## src/hw/rtl/si_pkg.sv

```systemverilog
package si_pkg;

  localparam int OUT_BITS = 32;

  typedef enum logic [1:0] {
    ST_HIT      = 2'd0,
    ST_PARALLEL = 2'd1,
    ST_OUTSIDE  = 2'd2
  } status_t;

  typedef struct packed {
    status_t status;
    logic    neg_x;
    logic    neg_y;
  } ctl_t;

endpackage

```

## src/hw/rtl/si_div_cell.sv

```systemverilog
module si_div_cell #(
  parameter int D  = 33,
  parameter int QB = 32
) (
  input  logic clk,
  input  logic rst,
  input  logic up_valid,
  output logic up_ready,
  input  si_pkg::ctl_t up_ctl,
  input  logic [D-1:0] up_d,
  input  logic [D:0] up_rem_x,
  input  logic [D:0] up_rem_y,
  input  logic [QB-1:0] up_l_x,
  input  logic [QB-1:0] up_l_y,
  input  logic [QB-1:0] up_q_x,
  input  logic [QB-1:0] up_q_y,
  output logic dn_valid,
  input  logic dn_ready,
  output si_pkg::ctl_t dn_ctl,
  output logic [D-1:0] dn_d,
  output logic [D:0] dn_rem_x,
  output logic [D:0] dn_rem_y,
  output logic [QB-1:0] dn_l_x,
  output logic [QB-1:0] dn_l_y,
  output logic [QB-1:0] dn_q_x,
  output logic [QB-1:0] dn_q_y
);
  logic [D:0] tx, ty;
  logic gx, gy;

  // one restoring step for each coordinate
  always_comb begin
    tx = {up_rem_x[D-1:0], up_l_x[QB-1]};
    ty = {up_rem_y[D-1:0], up_l_y[QB-1]};
    gx = tx >= {1'b0, up_d};
    gy = ty >= {1'b0, up_d};
  end

  assign up_ready = !dn_valid || dn_ready;

  always_ff @(posedge clk) begin
    if (rst) begin
      dn_valid <= 1'b0;
    end else if (up_ready) begin
      dn_valid <= up_valid;
    end
  end

  always_ff @(posedge clk) begin
    if (up_ready) begin
      dn_ctl   <= up_ctl;
      dn_d     <= up_d;
      dn_rem_x <= gx ? (tx - {1'b0, up_d}) : tx;
      dn_rem_y <= gy ? (ty - {1'b0, up_d}) : ty;
      dn_l_x   <= up_l_x << 1;
      dn_l_y   <= up_l_y << 1;
      dn_q_x   <= {up_q_x[QB-2:0], gx};
      dn_q_y   <= {up_q_y[QB-2:0], gy};
    end
  end

endmodule

```

## config.mk

```make
export PLATFORM = sky130hd
export DESIGN_NAME = si_div_cell
export DESIGN_NICKNAME = d
export VERILOG_FILES = /design/src/hw/rtl/si_pkg.sv /design/src/hw/rtl/si_div_cell.sv
export SDC_FILE = /design/constraint.sdc
export NUM_CORES = 1
export LEC_CHECK = 0
export BUFFER_PORTS_ARGS = -buffer_cell sky130_fd_sc_hd__buf_2
export CORE_AREA = 2 2 182 184
export DETAILED_ROUTE_END_ITERATION = 12
export DIE_AREA = 0 0 184 186
export PLACE_DENSITY_LB_ADDON = 0.25
export SYNTH_ARGS = -nofsm -noshare
export SYNTH_HDL_FRONTEND = slang
export SYNTH_SLANG_ARGS = --single-unit
```

## constraint.sdc

```tcl
create_clock -name clk -period 8.7 [get_ports clk]
set_input_delay 1.305 -clock clk [delete_from_list [all_inputs] [get_ports clk]]
set_output_delay 1.305 -clock clk [all_outputs]
set_load 0.02 [all_outputs]
```

==> Yosys cells after proc, flatten, opt, wreduce, memory -nomap -nowiden <==
Index checks and enable logic that the tools add are counted.
{ "word_totals": {"word_cells": 19, "regBits": 232, "inputBits": 237, "out_inout_bits": 235} }
{ "op_classes": {"add_sub_neg": 2, "muxes": 2, "order_cmp": 2, "n_reduce_logical": 2} }
{ "ops": {"columns": ["operator", "n"], "rows": [
  ["34-bit by 33-bit >= comparator with 1-bit output", 2],
  ["34-bit two-way mux", 2],
  ["34-bit by 33-bit subtractor with 34-bit output", 2],
  ["1-bit zero test", 1],
  ["1-bit logical OR", 1]
]} }

==> Longest topological paths before layout <==
{ "logic_depth": {"depth_word": 2, "ltp_mapped": 14, "mapped_depth_nobuf": 13} }

==> Worst setup path before layout <==
Ideal clock, no wire load.
{ "synth_path": {"path_type": "input port to output port", "from": "input port dn_ready", "to": "output port up_ready", "setup_slack_ns": 0.400, "required_time_ns": 7.395, "t_arrival_ns": 6.995, "cell_stages": 1, "path_buffers": 0, "cell_sequence": "nand2b_1"} }
{ "synth_via": {"elab_chain_len": 1} }
{ "synth_rtl": {"columns": ["element", "line", "source"], "rows": [
  ["start: declaration", "si_div_cell.sv:18", "input logic dn_ready,"],
  ["1-bit logical OR", "si_div_cell.sv:39", "assign up_ready = !dn_valid || dn_ready;"],
  ["end: declaration", "si_div_cell.sv:8", "output logic up_ready,"]
]} }
Every way passes these cells.

==> Worst setup path after layout <==
{ "layout_path": {"from": "input port up_d[0]", "to": "register dn_rem_y[25], data pin"} }
{ "layout_via": {"elab_chain_len": 2, "elab_cells_between_ends": 3, "classes_between": "add/sub: 1; order compare: 1; mux: 1"} }
{ "layout_rtl": {"columns": ["element", "line", "source"], "rows": [
  ["start: declaration", "si_div_cell.sv:10", "input logic [D-1:0] up_d,"],
  ["34-bit by 33-bit subtractor with 34-bit output or 34-bit by 33-bit >= comparator with 1-bit output (tied branches)", "si_div_cell.sv:54, si_div_cell.sv:36", null],
  ["34-bit two-way mux *", "si_div_cell.sv:54", "dn_rem_y <= gy ? (ty - {1'b0, up_d}) : ty;"],
  ["end signal: assignment", "si_div_cell.sv:54", null],
  ["end: declaration", "si_div_cell.sv:22", "output logic [D:0] dn_rem_y,"]
]} }
Every way passes the cells marked *; elsewhere a longest branch is shown, timed or not.
A chain may end at the register's enable or synchronous reset.

==> metrics <==
first-pass GRT wire length 52.7 mm; Tcrit/Tclk final 47.3%; hold path endpoint dn_l_y[1]; Final Net Count 1666; antenna-violating nets left 0; cell internal pwr 2270 uW; CTS HTree Levels 1; Post-Route WL 37.4 mm; Req. time, crit path 8.99 ns; Synth warnings 0; Multi-input gate area 0.00429 mm^2; Area Overhead vs Synth 31.3%; #FFs+latches synth 232; die area 0.0342 mm^2; Max-Cap Viols 0; power per cell area 214 mW/mm^2; clock group share of total power 33.2%; clock network latency to the later pin of the worst-skew pair 0.54 ns; setup tns final 0 ns; gr ovfl total 0; Reg-to-Reg Start dn_valid; switching power 991 uW; Fillers 3019; Post-CTS Resized 0; clock-pin slew on the worst setup and hold paths 0.06 ns; CP max FO 52; row count 66; Mapped Area 0.0116 mm^2; post-CTS setup buffer count 0; critical path capture point type flop; Sw Share 30.4%; gr usage total 20.6%; register area share after synthesis 60.0%; Hold Crit Start up_l_y[0]; minimum clock period 4.12 ns; Final setup viols 0; Slew Limit Fails 0; headroom to the max-slew limit 34.4%; worst r2r dst dn_rem_y[33]; vias in the first global route 8951; Final WS setup 4.58 ns; WP data arrival 4.40 ns; Yosys cell types 78; Peak VDD IR 0.143 mV; crit start category primary input; initial antenna violation count 12; Setup Skew 0.0135 ns; Slew @ Worst Pin 0.984 ns; Root Driver clkbuf_16; share of layout cells above drive strength 1 42.2%; async set-reset flop share out of synthesis 0%; Final Hold Viols 0; Residual DRC 0; worst slack at placement 4.02 ns; outcome finished, final reports clean; Core Region 0.0322 mm^2; Sequential Area 0.00696 mm^2; die width 184 um; Max Root-Sink Buffers 3; CTS tree built; crit path kind primary input to flop; WL/cell 20.8 um; die span in y 186 um; syn_area_per_cell 13.1 um^2; Port Buffers 465; DRT Pass-1 Iters 5; vias per inst 5.08; Worst R2R Path Depth 3; combinational power share 23.6%; post-DP HPWL 29.6 mm; DRT iter0 DRCs 540; routability cong. 0.868; RSZ-0062 raised after global routing no; sequential share of power 43.2%; synthesized instance count 884; R2R setup slack 5.97 ns; Initial Util 36.0%; via count 9144; TritonCTS Buffers 27; leakage power 0.00674 uW; Num Clock Sinks 232; worst hold stages 1; largest net degree at the start of global routing 131; Hold Buf Count CTS 0; FMAX 243 MHz; Primary FF master, synth edfxtp_1; Ports 472; Hold Crit Class primary input to flop; Post-synth EDFFs 231
## placed cells by master, fill, tap and decap left out, drive strengths merged, types with 5 or more instances in the layout
| cell | count |
|---|---|
| a2111oi | 5 |
| a211oi | 6 |
| a21boi | 5 |
| a21o | 24 |
| a21oi | 97 |
| a31oi | 6 |
| and2 | 6 |
| and3 | 6 |
| buf | 468 |
| clkbuf | 31 |
| clkinv | 11 |
| clkinvlp | 6 |
| diode | 9 |
| edfxtp | 231 |
| ha | 66 |
| inv | 68 |
| mux2 | 38 |
| nand2 | 32 |
| nand3 | 20 |
| nand4 | 9 |
| nor2 | 47 |
| nor3 | 15 |
| o211a | 5 |
| o211ai | 5 |
| o21a | 8 |
| o21ai | 31 |
| o21bai | 10 |
| or3 | 5 |
| or4 | 5 |
| xnor2 | 43 |
| xor2 | 13 |
## how the worst max path moves through the flow
stage          startpoint      endpoint  slack, ns  cells after the start
6_report          up_d[0]  dn_rem_y[25]       4.58                     12
5_1_grt           up_d[0]  dn_rem_y[33]       4.41                     13
4_1_cts           up_d[0]  dn_rem_y[21]       4.59                     12
3_5_place_dp      up_d[0]   dn_rem_y[8]       4.02                     12
3_3_place_gp      up_d[0]  dn_rem_y[32]       4.03                     12
2_1_floorplan    dn_ready      up_ready       0.40                      1
## cells by family after synthesis
kind of cell	after synthesis	share of synthesized area, %
compound gates	237	14.2
mux	40	3.86
simple gates	162	6.99
other cells	1	0.0323
flops	232	60.0
buf+inv	88	3.24
fa+ha+maj	68	7.46
xor+xnor	56	4.23
## worst max-delay path, cell delays in order
cell and delay, ns:
buf_2 0.16, ha_1 0.19, inv_1 0.06, fa_1 0.40, a21oi_1 0.26, o211ai_1 0.15, a21oi_1 0.25, o21ai_1 0.22
o31ai_2 0.49, o211a_4 0.31, inv_4 0.22, mux2_2 0.35
## final cells by class
class,instances,area share [%]
multi-input cells,565,28.1
inverters,67,1.67
flip-flops and latches,232,45.7
well taps,408,3.35
repair buffers,468,15.5
diodes,9,0.148
clock buffers,31,4.53
clock inverters,19,0.986
## power by group through the flow
stage	Sequential [uW]	Clock [uW]	Combinational, uW
after floorplan	1610	0	334
after global placement	1430	0	764
after detailed placement	1430	0	770
after CTS	1410	1120	775
after global routing	1420	1150	832
final	1410	1080	769
## metrics by stage
step / hold slack [ns] / cells / cell area, um^2 / utilization (%) / power [uW]
3_5_place_dp: 0.965 / 1740 / 14400 / 44.6 / 2200
5_1_grt: 0.912 / 1796 / 15200 / 47.3 / 3410
2_1_floorplan: 1.37 / 885 / 11600 / - / 1940
3_3_place_gp: 0.952 / 1740 / 14400 / 44.6 / 2200
4_1_cts: 0.905 / 1790 / 15200 / 47.2 / 3300
6_report: 0.934 / 1799 / 15200 / 47.3 / 3260
## state kept, by name (all words and copies together) (netlist names)
signal	cells
dn_rem_x	34
dn_q_x	32
dn_q_y	32
dn_d	33
dn_l_x	31
dn_valid	1
dn_ctl	4
dn_l_y	31
dn_rem_y	34
## synth_stat cells (4+ instances only)
cell | count | share of area, %
edfxtp_1 | 231 | 60
o21a_1 | 8 | 0.52
a21oi_1 | 90 | 3.9
and3_1 | 5 | 0.27
xnor2_1 | 43 | 3.2
a31oi_1 | 6 | 0.32
or3_1 | 5 | 0.27
mux2_2 | 37 | 3.6
a21boi_0 | 4 | 0.26
xor2_1 | 13 | 0.98
o211a_1 | 4 | 0.35
or4_1 | 5 | 0.32
nand3_1 | 19 | 0.82
ha_1 | 66 | 7.1
buf_2 | 10 | 0.43
buf_4 | 4 | 0.26
nand4_1 | 9 | 0.49
o21ai_0 | 27 | 1.2
and2_1 | 6 | 0.32
a21o_1 | 23 | 1.5
inv_1 | 66 | 2.1
nand2b_1 | 4 | 0.22
nand2_1 | 32 | 1.0
o21bai_1 | 10 | 0.65
nor3_1 | 14 | 0.60
o211ai_1 | 5 | 0.32
nor2_1 | 47 | 1.5
clkbuf_1 | 5 | 0.16
a21oi_2 | 6 | 0.45
## per-layer routing
metal	part of all wire, %	up-vias	global-route usage (%)	wire [um]
met2	51	350	37.2	18900
met4	1.9	6	5.57	710
met5	0.094	-	0	35
met1	39	4394	23.9	14600
met3	8.3	47	5.87	3080
li1	-	4347	-	-
(Power assumes the default switching activity.)
